File: src/rng64xra_pkg.sv
// Package: shared types, constants and update functions for the 64-bit rotate/add generator.
package rng64xra_pkg;

  localparam int unsigned WordW      = 64;
  localparam int unsigned ShiftOld   = 13;
  localparam int unsigned RotThree   = 3;
  localparam int unsigned RotOne     = 5;
  localparam int unsigned RotOut     = 21;
  localparam int unsigned WarmupSteps = 8;

  typedef logic [WordW-1:0] word_t;

  typedef enum logic [1:0] {
    OP_NEXT     = 2'd0,
    OP_SEED_ONE = 2'd1,
    OP_SEED_TWO = 2'd2,
    OP_NONE     = 2'd3
  } op_t;

  typedef struct packed {
    word_t one;
    word_t two;
    word_t three;
  } words_t;

  // one accepted request as held in the input register
  typedef struct packed {
    op_t   op;
    word_t seed_first;
    word_t seed_second;
  } req_t;

  // partial result handed to the output stage
  typedef struct packed {
    word_t sum_rot;
    word_t one_next;
  } pre_t;

  localparam word_t WordOne = word_t'(1);

  function automatic word_t rotl_three(input word_t x);
    rotl_three = {x[WordW-1-RotThree:0], x[WordW-1:WordW-RotThree]};
  endfunction

  function automatic word_t rotl_one(input word_t x);
    rotl_one = {x[WordW-1-RotOne:0], x[WordW-1:WordW-RotOne]};
  endfunction

  function automatic word_t rotl_out(input word_t x);
    rotl_out = {x[WordW-1-RotOut:0], x[WordW-1:WordW-RotOut]};
  endfunction

  // one state update: xor, shift and rotate only
  function automatic words_t step(input words_t s);
    words_t n;
    word_t  t;
    t       = s.one >> ShiftOld;
    n.three = s.three ^ s.one;
    n.one   = s.one ^ s.two;
    n.two   = s.two ^ n.three;
    n.one   = n.one ^ t;
    n.three = rotl_three(n.three);
    n.one   = rotl_one(n.one);
    step    = n;
  endfunction

  function automatic words_t warm_up(input words_t s);
    words_t w;
    w = s;
    for (int i = 0; i < WarmupSteps; i++) begin
      w = step(w);
    end
    warm_up = w;
  endfunction

endpackage

File: src/rng64xra_state.sv
// State words with the single-pass update, seed load and unrolled warm-up network.
module rng64xra_state
  import rng64xra_pkg::*;
(
  input  logic clk,
  input  logic rst_n,
  input  logic fire,
  input  req_t req,
  output pre_t pre
);

  words_t words_r;
  words_t words_nxt;
  words_t stepped;
  words_t seeded;

  always_comb begin
    stepped      = step(words_r);
    seeded.one   = req.seed_first;
    seeded.two   = (req.op == OP_SEED_TWO) ? req.seed_second : WordOne;
    seeded.three = WordOne;
    pre.sum_rot  = rotl_out(words_r.one + words_r.three);
    pre.one_next = stepped.one;
  end

  always_comb begin
    words_nxt = words_r;
    if (fire) begin
      unique case (req.op)
        OP_NEXT:     words_nxt = stepped;
        OP_SEED_ONE,
        OP_SEED_TWO: words_nxt = warm_up(seeded);
        OP_NONE:     words_nxt = words_r;
        default:     words_nxt = words_r;
      endcase
    end
  end

  always_ff @(posedge clk) begin
    if (!rst_n) begin
      words_r <= '{one: WordOne, two: WordOne, three: WordOne};
    end else begin
      words_r <= words_nxt;
    end
  end

`ifndef SYNTHESIS
  a_hold_when_idle: assert property (@(posedge clk) disable iff (!rst_n)
    (!fire || req.op == OP_NONE) |=> $stable(words_r))
    else $error("state changed without a request");

  a_seed_third: assert property (@(posedge clk) disable iff (!rst_n)
    (fire && (req.op == OP_SEED_ONE || req.op == OP_SEED_TWO))
      |=> words_r == warm_up($past(seeded)))
    else $error("seed load mismatch");

  a_next_step: assert property (@(posedge clk) disable iff (!rst_n)
    (fire && req.op == OP_NEXT) |=> words_r.one == $past(pre.one_next))
    else $error("word one not advanced");
`endif

endmodule

File: src/rng64xra_out_stage.sv
// Final add stage and output register with valid/ready handshake.
module rng64xra_out_stage
  import rng64xra_pkg::*;
(
  input  logic  clk,
  input  logic  rst_n,
  input  logic  load,
  input  pre_t  pre,
  output logic  free,
  output logic  out_valid,
  input  logic  out_ready,
  output word_t out_random_value
);

  logic  s1_v_r;
  pre_t  s1_r;
  logic  out_v_r;
  word_t out_val_r;
  logic  s1_adv;

  assign s1_adv = s1_v_r && (!out_v_r || out_ready);
  assign free   = !s1_v_r || s1_adv;

  always_ff @(posedge clk) begin
    if (!rst_n) begin
      s1_v_r  <= 1'b0;
      out_v_r <= 1'b0;
    end else begin
      s1_v_r  <= load || (s1_v_r && !s1_adv);
      out_v_r <= s1_adv || (out_v_r && !out_ready);
    end
  end

  always_ff @(posedge clk) begin
    if (load) begin
      s1_r <= pre;
    end
    if (s1_adv) begin
      out_val_r <= s1_r.sum_rot + s1_r.one_next;
    end
  end

  assign out_valid        = out_v_r;
  assign out_random_value = out_val_r;

`ifndef SYNTHESIS
  a_load_free: assert property (@(posedge clk) disable iff (!rst_n)
    load |-> free)
    else $error("load into a busy stage");

  a_adv_shows: assert property (@(posedge clk) disable iff (!rst_n)
    s1_adv |=> out_v_r && out_val_r == $past(s1_r.sum_rot + s1_r.one_next))
    else $error("result not registered");

  a_stall_keep: assert property (@(posedge clk) disable iff (!rst_n)
    (s1_v_r && !s1_adv) |=> s1_v_r)
    else $error("pending request dropped");
`endif

endmodule

File: src/rng64_xor_rotate_add_core.sv
// Top level: input register and handshake of the 64-bit xor/rotate/add generator.
//
//  channel | ports                                       | handshake
//  --------+---------------------------------------------+--------------------
//  request | in_opcode, in_seed_first, in_seed_second    | in_valid / in_ready
//  result  | out_random_value                            | out_valid / out_ready
//
// One request per cycle sustained while results are taken; a next request goes from the input
// register into the add stage with the state update, then into the final add register.
// Seed requests apply the eight warm-up updates combinationally in one state update.
// Synchronous active-low reset sets all three state words to one.
// A stalled result holds the output; the input keeps flowing until both stages
// and the input register fill.
module rng64_xor_rotate_add_core
  import rng64xra_pkg::*;
(
  input  logic        clk,
  input  logic        rst_n,
  input  logic        in_valid,
  output logic        in_ready,
  input  logic [1:0]  in_opcode,
  input  logic [63:0] in_seed_first,
  input  logic [63:0] in_seed_second,
  output logic        out_valid,
  input  logic        out_ready,
  output logic [63:0] out_random_value
);

  logic s0_v_r;
  req_t s0_r;
  logic s0_adv;
  logic s1_free;
  pre_t pre;

  assign s0_adv   = s0_v_r && (s0_r.op != OP_NEXT || s1_free);
  assign in_ready = !s0_v_r || s0_adv;

  always_ff @(posedge clk) begin
    if (!rst_n) begin
      s0_v_r <= 1'b0;
    end else begin
      s0_v_r <= (in_valid && in_ready) || (s0_v_r && !s0_adv);
    end
  end

  always_ff @(posedge clk) begin
    if (in_valid && in_ready) begin
      s0_r.op          <= op_t'(in_opcode);
      s0_r.seed_first  <= in_seed_first;
      s0_r.seed_second <= in_seed_second;
    end
  end

  rng64xra_state u_state (
    .clk   (clk),
    .rst_n (rst_n),
    .fire  (s0_adv),
    .req   (s0_r),
    .pre   (pre)
  );

  rng64xra_out_stage u_out (
    .clk              (clk),
    .rst_n            (rst_n),
    .load             (s0_adv && s0_r.op == OP_NEXT),
    .pre              (pre),
    .free             (s1_free),
    .out_valid        (out_valid),
    .out_ready        (out_ready),
    .out_random_value (out_random_value)
  );

`ifndef SYNTHESIS
  a_s0_hold: assert property (@(posedge clk) disable iff (!rst_n)
    (s0_v_r && !s0_adv) |=> s0_v_r && $stable(s0_r))
    else $error("held request lost");

  a_seed_passes: assert property (@(posedge clk) disable iff (!rst_n)
    (s0_v_r && s0_r.op != OP_NEXT) |-> s0_adv)
    else $error("seed request stalled");

  a_reset_empty: assert property (@(posedge clk)
    !rst_n |=> !s0_v_r && !out_valid)
    else $error("pipeline not empty after reset");
`endif

endmodule

File: config.mk
export PLATFORM = sky130hd
export DESIGN_NAME = rng64_xor_rotate_add_core
export DESIGN_NICKNAME = d
export VERILOG_FILES = /design/src/rng64xra_pkg.sv /design/src/rng64xra_state.sv /design/src/rng64xra_out_stage.sv /design/src/rng64_xor_rotate_add_core.sv
export SDC_FILE = /design/constraint.sdc
export NUM_CORES = 2
export LEC_CHECK = 0
export ABC_AREA = 0
export ABC_CLOCK_PERIOD_IN_PS = 11170
export CORE_MARGIN = 10
export CORE_UTILIZATION = 37
export DETAILED_ROUTE_END_ITERATION = 12
export DONT_BUFFER_PORTS = 1
export PLACE_DENSITY_LB_ADDON = 0.3
export SYNTH_ARGS = -nofsm -noshare
export SYNTH_HDL_FRONTEND = slang
export SYNTH_SLANG_ARGS = --single-unit
export TNS_END_PERCENT = 10
File: constraint.sdc
create_clock -name clk -period 11.17 [get_ports clk]
set_input_delay 1.117 -clock clk [delete_from_list [all_inputs] [get_ports clk]]
set_output_delay 1.117 -clock clk [all_outputs]
set_load 0.05 [all_outputs]
==> flow_metrics.py <==
metrics = {
    "worst_setup_path": {
        "critPathMaxFanout": 61,
        "worst_setup_path_end_kind": "flip-flop",
        "arrival_ns": 8.19,
        "start_kind": "flip-flop",
        "path_class": "flip-flop to flip-flop",
        "required_ns": 11.82,
    },
    "timing": {
        "fin_crit_sh_pct": 67.5,
        "min_period_ns": 7.54,
        "hold_viol": 0,
        "timing.setup.tns_ns": 0,
        "max_freq_ghz": 0.133,
        "fin_skew_ns": 0.0498,
        "slew_viol_final": 0,
        "setup_violations": 0,
        "tightest_slew_ns": 1.33,
        "slew-limit-headroom_pct": 8.82,
        "rsz0062_at_grt": "no",
    },
    "yosys": {
        "yosysWarnings": 0,
        "yosysTopAreaCell": "xnor2_1",
        "synthMuxAreaShare_pct": 0.429,
        "yosys_most_used_dff": "edfxtp_1",
        "synth-compound-area-share_pct": 9.98,
        "synthAdderAreaFrac_pct": 3.37,
        "synth_top_family_by_area": "XOR/XNOR gates",
        "ys_ff_latch": 517,
        "syn_inst": 4860,
        "synth_seq_area_share_pct": 27.7,
        "synth_edf_count": 322,
        "synth_xor_area_share_pct": 49.0,
        "yosysMostFrequentCell": "xnor2_1",
        "ys_types": 73,
        "synth_area_leaders": "xnor2_1, edfxtp_1, xor2_1, dfxtp_1, xnor3_1",
        "synth_top_cell_area_share_pct": 24.4,
        "synth-async-reset-ratio_pct": 0,
        "syn_area_sq_um": 49000,
        "synth_commonest_cells": "xnor2_1, xor2_1, edfxtp_1",
        "syn_area_per_cell_sq_um": 10.1,
        "syn-num-nets": 5125,
        "yosys.area_share.simple_pct": 6.95,
    },
    "cts": {
        "cts.clk_slew.worst_paths_ns": 0.07,
        "cts_tree": "built",
        "clockBufferDepth": 3,
        "ctsResizeCount": 0,
        "cts.sinks": 517,
        "cts_inserted_buffers": 60,
        "cts_max_level": 2,
        "hold_buffers": 0,
        "cts-root-buf": "clkbuf_16",
        "clock_latency_ns": 0.72,
        "cts_setup_buffers": 0,
    },
    "drt": {
        "ant_nets": 0,
        "post_drt_wl_per_cell_microns": 27.6,
        "via_per_inst": 5.33,
        "drt-pass1-iter-count": 6,
        "vias": 34800,
        "dr.first_iter.drc_count": 3327,
        "drc": 0,
        "wl_mm": 180,
    },
    "placed_design": {
        "place_inst": 6407,
        "portBuffers": 0,
        "place_hpwl_mm": 149,
        "gp_congestion": 1.02,
    },
    "layout": {
        "layout-drive-gt1-share_pct": 5.81,
        "fillers": 13000,
        "finalNonFillerCells": 6529,
        "nets": 4979,
        "syn_to_final_growth_pct": 7.17,
    },
    "grt": {
        "antenna_found_initial": 12,
        "grt_first_pass_wirelength_mm": 253,
        "grt_usage_pct": 23.5,
        "grt_pass1_vias": 33900,
        "grt_overflow": 0,
        "grt_max_degree": 178,
    },
    "floorplan": {
        "core_sq_um": 132000,
        "fp.dieW_microns": 384,
        "ios": 200,
        "die-area_sq_um": 147000,
        "initial_core_util_pct": 37.3,
        "rows": 133,
        "fp.dieH_microns": 384,
    },
    "outcome": {
        "status": "finished clean",
    },
    "flow_run": {
        "cap_violations": 0,
    },
    "min_path": {
        "hold_path_class": "flip-flop to flip-flop",
    },
}
## sequential cells by signal, indices dropped and copies added, names as in the netlist
name                    flops
u_state.words_r           192
s0_r                      130
u_out.s1_r                128
u_out.out_random_value     64
s0_v_r                      1
u_out.out_valid             1
u_out.s1_v_r                1
## placed cells by master, fill, tap and decap left out, types with 10 or more instances in the layout
| cell | synthesis | final |
|---|---|---|
| xnor2_1 | 1366 | 1366 |
| xor2_1 | 673 | 673 |
| edfxtp_1 | 322 | 322 |
| nand2_1 | 277 | 276 |
| a21oi_1 | 266 | 266 |
| nor2_1 | 256 | 252 |
| dfxtp_1 | 195 | 195 |
| o21ai_0 | 188 | 188 |
| xnor3_1 | 134 | 134 |
| ha_1 | 129 | 127 |
| a21o_1 | 102 | 102 |
| xnor2_2 | 81 | 81 |
| clkbuf_16 | 0 | 60 |
| a211oi_1 | 57 | 57 |
| xor3_1 | 51 | 51 |
| inv_1 | 50 | 49 |
| a31oi_1 | 49 | 48 |
| and2_1 | 38 | 38 |
| nand3_1 | 33 | 33 |
| nor2b_1 | 32 | 31 |
| buf_4 | 5 | 31 |
| nand4_1 | 24 | 24 |
| xor2_2 | 24 | 24 |
| nand2b_1 | 21 | 21 |
| mux2i_1 | 21 | 21 |
| and3_1 | 18 | 18 |
| nor3_1 | 18 | 18 |
| o21bai_1 | 17 | 17 |
| clkinv_2 | 0 | 16 |
| o21a_1 | 13 | 13 |
| a21boi_0 | 13 | 13 |
| clkbuf_1 | 162 | 12 |
| o211ai_1 | 11 | 11 |
| a221oi_1 | 10 | 10 |
| a22oi_1 | 10 | 10 |
## metal layers
layer,GRT usage [%],vias up,share of wire (%)
li1,-,16100,-
met1,30.5,16900,42
met2,37.2,1496,45
met3,4.11,363,7.0
met4,12.2,16,6.1
met5,0,-,0.058
## cell type report
| class | count | area, sq um | share of cell area [%] |
|---|---|---|---|
| diodes | 8 | 20.0 | 0.0381 |
| clock buffers | 73 | 1560 | 2.97 |
| clock inverters | 41 | 474 | 0.902 |
| inverters | 51 | 193 | 0.367 |
| multi-input cells | 4051 | 34300 | 65.2 |
| flip-flops and latches | 517 | 13600 | 25.8 |
| well taps | 1755 | 2200 | 4.18 |
| repair buffers | 33 | 273 | 0.519 |
## worst max-delay path: stages (launching register included)
cell and delay, ns:
edfxtp_1 0.41, inv_1 0.18, ha_4 0.50, buf_4 0.63, nand2_1 0.21, xnor3_1 0.50
xnor2_2 0.35, xnor3_1 0.62, xnor2_1 0.33, xnor2_1 0.21, xnor2_2 0.39, xor2_1 0.50
xor2_1 0.35, xnor2_1 0.24, xnor2_1 0.88, xnor2_1 0.37, a211oi_1 0.55, a21oi_1 0.08
nor2_1 0.11
## stage by stage
step	area [sq um]	worst slack (ns)	util [%]	hold slack (ns)
floorplan	49000	2.61	-	0.432
global placement	50500	3.71	38.4	0.441
detailed placement	50500	3.77	38.4	0.449
CTS	52500	3.74	39.9	0.459
global route	52500	3.49	39.9	0.482
finish	52600	3.63	39.9	0.457
## logic make-up after synthesis
logic type,Yosys count
adder cells (fa/ha/maj),131
XOR/XNOR,2338
AO/OA/AOI/OAI,801
flip-flops,517
buffers and inverters,292
multiplexers,21
AND/OR/NAND/NOR,760
## final timing paths
kind	start	end	slack, ns	cells past startpoint
max	s0_r[128]$_DFFE_PP_	u_state.words_r[137]$_SDFFE_PN0P_	3.63	18
max reg2reg	s0_r[128]$_DFFE_PP_	u_state.words_r[137]$_SDFFE_PN0P_	3.63	18
min	u_state.words_r[22]$_SDFFE_PN0P_	u_state.words_r[22]$_SDFFE_PN0P_	0.46	2
min reg2reg	u_state.words_r[22]$_SDFFE_PN0P_	u_state.words_r[22]$_SDFFE_PN0P_	0.46	2
Power is not shown: default switching activity piles up to over one toggle a cycle in this logic, so the estimate is an artifact.
